--- src/rtl/sha_pkg.sv ---
// shared types, constants and functions of the sha-256 stream hasher
`default_nettype none
package sha_pkg;
  localparam int unsigned WordW = 32;
  localparam int unsigned PartW = 64;
  localparam logic [7:0] PadByte = 8'h80;
  localparam logic [5:0] LenPos = 6'd56;

  typedef enum logic [2:0] {
    ST_IDLE,
    ST_PAD,
    ST_LEN,
    ST_COMP,
    ST_EMIT
  } ctl_state_t;

  // byte source for the datapath byte loader
  typedef enum logic [1:0] {
    SRC_DATA,
    SRC_PAD,
    SRC_ZERO,
    SRC_LEN
  } byte_src_t;

  typedef struct packed {
    logic       push;       // write one byte into the block
    byte_src_t  src;
    logic       count_len;  // increment message length
    logic       comp_start; // load working vars from chain
    logic       comp_round; // run one round
    logic       comp_end;   // fold working vars into chain
    logic       clear;      // return to reset values
  } dp_cmd_t;

  typedef struct packed {
    logic [5:0] byte_pos;
    logic [6:0] round;
  } dp_stat_t;

  typedef logic [WordW-1:0] word_t;

  localparam word_t InitChain [8] = '{
    32'h6a09e667, 32'hbb67ae85, 32'h3c6ef372, 32'ha54ff53a,
    32'h510e527f, 32'h9b05688c, 32'h1f83d9ab, 32'h5be0cd19
  };

  localparam word_t RoundConst [64] = '{
    32'h428a2f98,32'h71374491,32'hb5c0fbcf,32'he9b5dba5,32'h3956c25b,32'h59f111f1,32'h923f82a4,
    32'hab1c5ed5,32'hd807aa98,32'h12835b01,32'h243185be,32'h550c7dc3,32'h72be5d74,32'h80deb1fe,
    32'h9bdc06a7,32'hc19bf174,32'he49b69c1,32'hefbe4786,32'h0fc19dc6,32'h240ca1cc,32'h2de92c6f,
    32'h4a7484aa,32'h5cb0a9dc,32'h76f988da,32'h983e5152,32'ha831c66d,32'hb00327c8,32'hbf597fc7,
    32'hc6e00bf3,32'hd5a79147,32'h06ca6351,32'h14292967,32'h27b70a85,32'h2e1b2138,32'h4d2c6dfc,
    32'h53380d13,32'h650a7354,32'h766a0abb,32'h81c2c92e,32'h92722c85,32'ha2bfe8a1,32'ha81a664b,
    32'hc24b8b70,32'hc76c51a3,32'hd192e819,32'hd6990624,32'hf40e3585,32'h106aa070,32'h19a4c116,
    32'h1e376c08,32'h2748774c,32'h34b0bcb5,32'h391c0cb3,32'h4ed8aa4a,32'h5b9cca4f,32'h682e6ff3,
    32'h748f82ee,32'h78a5636f,32'h84c87814,32'h8cc70208,32'h90befffa,32'ha4506ceb,32'hbef9a3f7,
    32'hc67178f2
  };

  function automatic word_t rotr(input word_t v, input int unsigned s);
    rotr = (v >> s) | (v << (WordW - s));
  endfunction
endpackage
`default_nettype wire

--- src/rtl/sha_stream_if.sv ---
// valid/ready channel interfaces for input bytes and digest parts
`default_nettype none
interface sha_in_if;
  logic       valid;
  logic       ready;
  logic [7:0] data_byte;
  logic       has_byte;
  logic       is_last;
  modport source (output valid, data_byte, has_byte, is_last, input ready);
  modport sink (input valid, data_byte, has_byte, is_last, output ready);
endinterface

interface sha_out_if;
  logic        valid;
  logic        ready;
  logic [63:0] digest_part;
  logic [1:0]  part_index;
  logic        last_part;
  modport source (output valid, digest_part, part_index, last_part, input ready);
  modport sink (input valid, digest_part, part_index, last_part, output ready);
endinterface
`default_nettype wire

--- src/rtl/sha_datapath.sv ---
// sha-256 datapath: block window, round unit, chaining words and length
`default_nettype none
module sha_datapath (
  input  wire logic             clk,
  input  wire logic             rst_n,
  input  wire sha_pkg::dp_cmd_t cmd,
  input  wire logic [7:0]       data_byte,
  input  wire logic [1:0]       part_sel,
  output sha_pkg::dp_stat_t     stat,
  output logic [63:0]           part_data
);
  import sha_pkg::*;

  word_t       chain_r [8];
  word_t       chain_nxt [8];
  word_t       wv_r [8];
  word_t       wv_nxt [8];
  word_t       win_r [16];
  logic [5:0]  pos_r;
  logic [60:0] len_r;
  logic [6:0]  rnd_r;
  logic [7:0]  byte_v;
  logic [63:0] bits;
  logic [3:0]  t;
  word_t       w15, w2, w_val, s0, s1, t1, t2, big0, big1, ch, maj;
  logic [1:0]  bsel;

  assign bits = {len_r, 3'b000};
  assign bsel = pos_r[1:0];

  always_comb begin
    unique case (cmd.src)
      SRC_DATA: byte_v = data_byte;
      SRC_PAD:  byte_v = PadByte;
      SRC_ZERO: byte_v = 8'h00;
      SRC_LEN:  byte_v = bits[8*(7 - pos_r[2:0]) +: 8];
      default:  byte_v = 8'h00;
    endcase
  end

  // one round of compression with the rolling schedule
  always_comb begin
    t    = rnd_r[3:0];
    w15  = win_r[t + 4'd1];
    w2   = win_r[t + 4'd14];
    s0   = rotr(w15, 7) ^ rotr(w15, 18) ^ (w15 >> 3);
    s1   = rotr(w2, 17) ^ rotr(w2, 19) ^ (w2 >> 10);
    w_val = (rnd_r < 7'd16) ? win_r[t] : win_r[t] + s0 + win_r[t + 4'd9] + s1;
    big1 = rotr(wv_r[4], 6) ^ rotr(wv_r[4], 11) ^ rotr(wv_r[4], 25);
    ch   = (wv_r[4] & wv_r[5]) ^ (~wv_r[4] & wv_r[6]);
    t1   = wv_r[7] + big1 + ch + RoundConst[rnd_r[5:0]] + w_val;
    big0 = rotr(wv_r[0], 2) ^ rotr(wv_r[0], 13) ^ rotr(wv_r[0], 22);
    maj  = (wv_r[0] & wv_r[1]) ^ (wv_r[0] & wv_r[2]) ^ (wv_r[1] & wv_r[2]);
    t2   = big0 + maj;
    wv_nxt[0] = t1 + t2;
    wv_nxt[1] = wv_r[0];
    wv_nxt[2] = wv_r[1];
    wv_nxt[3] = wv_r[2];
    wv_nxt[4] = wv_r[3] + t1;
    wv_nxt[5] = wv_r[4];
    wv_nxt[6] = wv_r[5];
    wv_nxt[7] = wv_r[6];
    for (int i = 0; i < 8; i++) chain_nxt[i] = chain_r[i] + wv_r[i];
  end

  always_ff @(posedge clk) begin
    if (!rst_n || cmd.clear) begin
      for (int i = 0; i < 8; i++) begin
        chain_r[i] <= InitChain[i];
        wv_r[i] <= '0;
      end
      pos_r <= '0;
      len_r <= '0;
      rnd_r <= '0;
    end else begin
      if (cmd.count_len) len_r <= len_r + 61'd1;
      if (cmd.push) begin
        if (bsel == 2'd0) win_r[pos_r[5:2]] <= {byte_v, 24'h0};
        else win_r[pos_r[5:2]][8*(3 - bsel) +: 8] <= byte_v;
        pos_r <= pos_r + 6'd1;
      end
      if (cmd.comp_start) begin
        for (int i = 0; i < 8; i++) wv_r[i] <= chain_r[i];
        rnd_r <= '0;
      end
      if (cmd.comp_round) begin
        for (int i = 0; i < 8; i++) wv_r[i] <= wv_nxt[i];
        win_r[t] <= w_val;
        rnd_r <= rnd_r + 7'd1;
      end
      if (cmd.comp_end) begin
        for (int i = 0; i < 8; i++) chain_r[i] <= chain_nxt[i];
        rnd_r <= '0;
      end
    end
  end

  assign stat.byte_pos = pos_r;
  assign stat.round = rnd_r;
  assign part_data = {chain_r[{part_sel, 1'b0}], chain_r[{part_sel, 1'b1}]};
endmodule
`default_nettype wire

--- src/rtl/sha_ctrl.sv ---
// sha-256 controller: byte intake, padding, compression and digest output
`default_nettype none
module sha_ctrl (
  input  wire logic              clk,
  input  wire logic              rst_n,
  input  wire logic              in_valid,
  output logic                   in_ready,
  input  wire logic              in_has_byte,
  input  wire logic              in_is_last,
  output logic                   out_valid,
  input  wire logic              out_ready,
  output logic [1:0]             part_sel,
  output logic                   last_part,
  output sha_pkg::dp_cmd_t       cmd,
  input  wire sha_pkg::dp_stat_t stat
);
  import sha_pkg::*;

  ctl_state_t state_r, state_nxt;
  ctl_state_t ret_r, ret_nxt;   // where to go after a compression
  logic [1:0] part_r, part_nxt;
  logic       ending_r, ending_nxt;
  logic       wrap_r, wrap_nxt;  // zero fill runs past the end of this block

  always_ff @(posedge clk) begin
    if (!rst_n) begin
      state_r <= ST_IDLE;
      ret_r <= ST_IDLE;
      part_r <= '0;
      ending_r <= 1'b0;
      wrap_r <= 1'b0;
    end else begin
      state_r <= state_nxt;
      ret_r <= ret_nxt;
      part_r <= part_nxt;
      ending_r <= ending_nxt;
      wrap_r <= wrap_nxt;
    end
  end

  always_comb begin
    state_nxt = state_r;
    ret_nxt = ret_r;
    part_nxt = part_r;
    ending_nxt = ending_r;
    wrap_nxt = wrap_r;
    cmd = '0;
    cmd.src = SRC_DATA;
    in_ready = 1'b0;
    out_valid = 1'b0;
    unique case (state_r)
      ST_IDLE: begin
        in_ready = 1'b1;
        if (in_valid) begin
          if (in_has_byte) begin
            cmd.push = 1'b1;
            cmd.count_len = 1'b1;
          end
          if (in_has_byte && stat.byte_pos == 6'd63) begin
            cmd.comp_start = 1'b1;
            state_nxt = ST_COMP;
            ret_nxt = in_is_last ? ST_PAD : ST_IDLE;
          end else if (in_is_last) begin
            state_nxt = ST_PAD;
          end
          ending_nxt = in_is_last;
        end
      end
      ST_PAD: begin
        // the 0x80 byte
        cmd.push = 1'b1;
        cmd.src = SRC_PAD;
        // no room left for the length after the pad byte
        wrap_nxt = (stat.byte_pos >= LenPos) && (stat.byte_pos != 6'd63);
        if (stat.byte_pos == 6'd63) begin
          cmd.comp_start = 1'b1;
          state_nxt = ST_COMP;
          ret_nxt = ST_LEN;
        end else begin
          state_nxt = ST_LEN;
        end
      end
      ST_LEN: begin
        // zero fill up to the length field, then eight length bytes
        cmd.push = 1'b1;
        cmd.src = (stat.byte_pos >= LenPos && !wrap_r) ? SRC_LEN : SRC_ZERO;
        if (stat.byte_pos == 6'd63) begin
          cmd.comp_start = 1'b1;
          state_nxt = ST_COMP;
          ret_nxt = wrap_r ? ST_LEN : ST_EMIT;
          wrap_nxt = 1'b0;
        end
      end
      ST_COMP: begin
        if (stat.round == 7'd64) begin
          cmd.comp_end = 1'b1;
          state_nxt = ret_r;
          part_nxt = '0;
        end else begin
          cmd.comp_round = 1'b1;
        end
      end
      ST_EMIT: begin
        out_valid = 1'b1;
        if (out_ready) begin
          part_nxt = part_r + 2'd1;
          if (part_r == 2'd3) begin
            cmd.clear = 1'b1;
            state_nxt = ST_IDLE;
            ending_nxt = 1'b0;
          end
        end
      end
      default: state_nxt = ST_IDLE;
    endcase
  end

  assign part_sel = part_r;
  assign last_part = (part_r == 2'd3) && ending_r;
endmodule
`default_nettype wire

--- src/rtl/sha256_stream_hasher_top.sv ---
// sha-256 stream hasher: top level joining controller and datapath
// Usage: feed message bytes one per transfer on in_ (data_byte, has_byte,
// is_last). An item with has_byte low and is_last low does nothing; is_last
// ends the message and may come with or without a byte.
// Ordinary bytes go in one per cycle; the byte that fills a 64-byte block
// holds the input while the round unit runs 64 rounds, one per cycle, and
// then folds the working variables into the chaining words.
// On is_last the controller writes the pad, zero fill and 64-bit bit length
// one byte per cycle outside its one or two compressions, then offers the
// digest on out_ as four 64-bit parts, part_index 0 first, last_part high
// on part 3. Input is not taken while the digest is offered.
// A receiver stall holds the current part; nothing is lost.
// Reset (rst_n low, synchronous) loads the standard initial chaining values
// and clears the length and counters, leaving the controller idle and ready.
// After the last part the datapath is cleared as by reset; control is idle.
`default_nettype none
module sha256_stream_hasher_top (
  input wire logic clk,
  input wire logic rst_n,
  sha_in_if.sink   in_ch,
  sha_out_if.source out_ch
);
  import sha_pkg::*;

  dp_cmd_t    cmd;
  dp_stat_t   stat;
  logic [1:0] part_sel;
  logic       last_part;

  sha_ctrl u_ctrl (
    .clk, .rst_n,
    .in_valid(in_ch.valid), .in_ready(in_ch.ready),
    .in_has_byte(in_ch.has_byte), .in_is_last(in_ch.is_last),
    .out_valid(out_ch.valid), .out_ready(out_ch.ready),
    .part_sel, .last_part, .cmd, .stat
  );

  sha_datapath u_dp (
    .clk, .rst_n, .cmd, .data_byte(in_ch.data_byte), .part_sel, .stat,
    .part_data(out_ch.digest_part)
  );

  assign out_ch.part_index = part_sel;
  assign out_ch.last_part = last_part;
endmodule
`default_nettype wire

--- src/flat_wrapper.sv ---
// flat-port wrapper written by rule: the top's interface ports become plain ports
module sha256_stream_hasher_top_flat import sha_pkg::*;
  (clk, rst_n, in_ch_valid, in_ch_data_byte, in_ch_has_byte, in_ch_is_last, in_ch_ready, out_ch_valid, out_ch_digest_part, out_ch_part_index, out_ch_last_part, out_ch_ready);
  sha_in_if in_ch_i ();
  sha_out_if out_ch_i ();
  input wire logic clk;
  input wire logic rst_n;
  input wire logic [$bits(in_ch_i.valid)-1:0] in_ch_valid;
  input wire logic [$bits(in_ch_i.data_byte)-1:0] in_ch_data_byte;
  input wire logic [$bits(in_ch_i.has_byte)-1:0] in_ch_has_byte;
  input wire logic [$bits(in_ch_i.is_last)-1:0] in_ch_is_last;
  output wire logic [$bits(in_ch_i.ready)-1:0] in_ch_ready;
  output wire logic [$bits(out_ch_i.valid)-1:0] out_ch_valid;
  output wire logic [$bits(out_ch_i.digest_part)-1:0] out_ch_digest_part;
  output wire logic [$bits(out_ch_i.part_index)-1:0] out_ch_part_index;
  output wire logic [$bits(out_ch_i.last_part)-1:0] out_ch_last_part;
  input wire logic [$bits(out_ch_i.ready)-1:0] out_ch_ready;
  assign in_ch_i.valid = in_ch_valid;
  assign in_ch_i.data_byte = in_ch_data_byte;
  assign in_ch_i.has_byte = in_ch_has_byte;
  assign in_ch_i.is_last = in_ch_is_last;
  assign in_ch_ready = in_ch_i.ready;
  assign out_ch_valid = out_ch_i.valid;
  assign out_ch_digest_part = out_ch_i.digest_part;
  assign out_ch_part_index = out_ch_i.part_index;
  assign out_ch_last_part = out_ch_i.last_part;
  assign out_ch_i.ready = out_ch_ready;
  sha256_stream_hasher_top u_core (.clk(clk), .rst_n(rst_n), .in_ch(in_ch_i), .out_ch(out_ch_i));
endmodule
--- config.mk ---
export PLATFORM = sky130hd
export DESIGN_NAME = sha256_stream_hasher_top_flat
export DESIGN_NICKNAME = d
export VERILOG_FILES = /design/src/rtl/sha_pkg.sv /design/src/rtl/sha_stream_if.sv /design/src/rtl/sha_datapath.sv /design/src/rtl/sha_ctrl.sv /design/src/rtl/sha256_stream_hasher_top.sv /design/src/flat_wrapper.sv
export SDC_FILE = /design/constraint.sdc
export NUM_CORES = 2
export LEC_CHECK = 0
export BUFFER_PORTS_ARGS = -buffer_cell sky130_fd_sc_hd__buf_2
export CAP_MARGIN = 20
export CORE_MARGIN = 4
export CORE_UTILIZATION = 40
export CTS_CLUSTER_SIZE = 20
export DETAILED_ROUTE_END_ITERATION = 12
export RECOVER_POWER = 50
export SLEW_MARGIN = 15
export SYNTH_ARGS = -nofsm -noshare
export SYNTH_HDL_FRONTEND = slang
export SYNTH_SLANG_ARGS = --single-unit
--- constraint.sdc ---
create_clock -name clk -period 18.93 [get_ports clk]
set_input_delay 0.9465 -clock clk [delete_from_list [all_inputs] [get_ports clk]]
set_output_delay 0.9465 -clock clk [all_outputs]
set_load 0.05 [all_outputs]
==> metrics.yaml <==
status: "complete, but fails checks"
violations: "capacitance limit, slew limit"
hold_depth: 3
powerDensity_nw_per_um2: 143
slew_headroom_pct: -345
regToRegEndpoint: "u_core.u_dp.wv_r[0][31]"
required_ps: 19460
clk_pin_slew_worst_paths_ps: 80
io_pins: 83
yosysUniqueCellTypes: 88
cts_buffers: 133
root_buffer: "clkbuf_16"
drt_iter0_drc: 7370
peakVddDrop_mv: 0.180
hp-class: "input port to flop"
reg2reg_slack_ps: 2280
hold_viol_final: 0
via_per_inst: 6.29
drc: 0
postSynth.asyncResetShare_pct: 0
cts_setup_buffers: 0
die_y_microns: 459
synth_cells: 6979
worstSkewPairLatency_ps: 830
grt_max_degree: 122
synth_nets: 7600
slew_violations: 1157
synth_ff_type: "edfxtp_1"
cp-end-kind: "flop"
skew_ps: 32.0
holdPathEnd: "u_core.u_ctrl.ending_r"
avgSynthCellArea_sq_um: 11.7
initial_core_util_pct: 40.3
ant_nets: 0
fmax_ghz: 0.0601
synth_edf_count: 1024
cts-resized-gates: 0
cts_htree_levels: 4
core_area_sq_um: 202000
fillers: 18600
drt_wl_total_mm: 280
die-width_microns: 459
leakage_nw: 31.2
port_buffers: 82
cp_slowest_stage_delay_ps: 1540
place.gp.congestion: 0.992
dieArea_sq_um: 211000
r2r_cells: 47
hold_buffers: 0
core.rowCount: 165
ys_seq_area_share_pct: 40.0
hpwl_mm: 206
placed_cell_area_sq_um: 85000
overflow: 0
crit_type: "flop to flop"
drv_cap: 25
stdcell_area_sq_um: 89000
cts_tree: "built"
min_from: "in_ch_is_last"
fin_total_pwr_mw: 12.7
yosys_warnings: 0
rsz0062_at_grt: "no"
nets: 7577
vias: 61200
area_growth_pct: 9.31
critPathMostFrequentCell: "fa_1"
cp_max_fo: 55
cp-start-kind: "flop"
syn_area_sq_um: 81500
grt_usage_pct: 26.0
cts_sinks: 1114
min_period_ps: 16650
arrival_ps: 17180
rr_startpoint: "u_core.u_dp.rnd_r[1]"
antenna_found_initial: 13
tightest_slew_ps: 6680
cts_buffer_depth: 3
final_common_cell: "edfxtp_1"
setup_violations: 0
synth_seq_cells: 1114
setup-tns-final_ps: 0
drive_above_1_share_pct: 13.6
crit_start: "u_core.u_dp.rnd_r[1]"
drt_first_pass_iters: 6
slowest_stage: "dfxtp_1"
grt_pass1_wl_mm: 406
grt_pass1_vias: 59600
finalCritPeriodShare_pct: 87.9
routedWlPerCell_microns: 28.8
final_cell_mix: "edfxtp_1, nand2_1, mux4_2, nor2_1, a21oi_1"
## metrics by stage
stage | util [%] | hold WS (ps) | instances | worst slack, ps
2_1_floorplan | - | 441 | 6979 | 5720
3_3_place_gp | 42.0 | 453 | 9472 | 3850
3_5_place_dp | 42.0 | 466 | 9482 | 3870
4_1_cts | 44.1 | 375 | 9721 | 3830
5_1_grt | 44.0 | 416 | 9733 | 1540
6_report | 44.0 | 438 | 9736 | 2280
## routing by layer
layer	GRT usage (%)	vias to the layer above	share of wire (%)
li1	-	26200	-
met1	34.9	31100	40
met2	41.9	3356	46
met3	4.49	570	9.0
met4	10.5	0	4.6
met5	0	-	0
## cell type report
class	instances	area, sq um	area share [%]
Clock inverter	78	746	0.837
Multi-Input combinational cell	5050	45900	51.5
Clock buffer	161	3450	3.88
Timing Repair Buffer	237	1440	1.62
Antenna cell	4	10.0	0.0112
Inverter	420	1580	1.77
Tap cell	2672	3340	3.75
Sequential cell	1114	32600	36.6
## power breakdown
| part | switching, mW | internal (mW) | total, mW |
|---|---|---|---|
| registers | 0.142 | 2.81 | 2.95 |
| clock network | 1.12 | 1.42 | 2.54 |
| logic | 4.40 | 2.81 | 7.21 |
## cells in the mapped netlist, drive strengths merged, types with 31 or more instances
master,number,area share (%)
nor2b,51,0.39
xor2,255,2.7
nand4,40,0.32
nor3,69,0.43
nand3,104,0.65
fa,196,4.8
o21bai,43,0.40
and3,52,0.40
ha,411,6.3
inv,416,1.9
o21ai,382,2.3
a22o,134,1.4
a21oi,423,2.6
dfxtp,90,2.2
a21o,193,1.8
o21a,55,0.51
or3,34,0.26
a31oi,56,0.43
nor2,459,2.1
o211ai,31,0.29
buf,95,0.52
edfxtp,1024,38
a211oi,52,0.48
nand2b,75,0.58
mux2i,79,1.0
or2,31,0.24
nand2,591,2.7
clkbuf,300,1.4
mux4,584,16
xnor2,365,3.9
## registers in the layout, indices dropped and copies added (netlist names), named ones only
register / cells
u_core.u_ctrl.part_sel: 2
u_core.u_ctrl.state_r: 3
u_core.u_dp.win_r: 512
u_core.u_ctrl.ending_r: 1
u_core.u_dp.rnd_r: 7
u_core.u_ctrl.wrap_r: 1
u_core.u_dp.chain_r: 256
u_core.u_dp.wv_r: 256
u_core.u_dp.pos_r: 6
u_core.u_ctrl.ret_r: 3
u_core.u_dp.len_r: 61
## worst max-delay path by stage
stage | end
floorplan | u_core.u_dp.wv_r[0][31]
global placement | u_core.u_dp.wv_r[0][31]
detailed placement | u_core.u_dp.wv_r[0][31]
CTS | u_core.u_dp.wv_r[0][31]
global route | u_core.u_dp.wv_r[0][31]
finish | u_core.u_dp.wv_r[0][31]
## kinds of logic after synthesis
group	synth area share [%]
AND/OR/NAND/NOR	8.75
multiplexers	17.2
flip-flops	40.0
buffers and inverters	3.84
XOR/XNOR	6.68
adder cells (fa/ha/maj)	11.3
AO/OA/AOI/OAI	12.3
## critical path: cells and delay by family, from the launching register on
family                   cells  cell delay, ps
adder cells (fa/ha/maj)     11            5490
AO/OA/AOI/OAI               15            4050
buffers and inverters        7            1930
flip-flops                   1            1540
XOR/XNOR                     6            1380
multiplexers                 3            1150
AND/OR/NAND/NOR              5             640
Power figures use the tool's default switching activity.
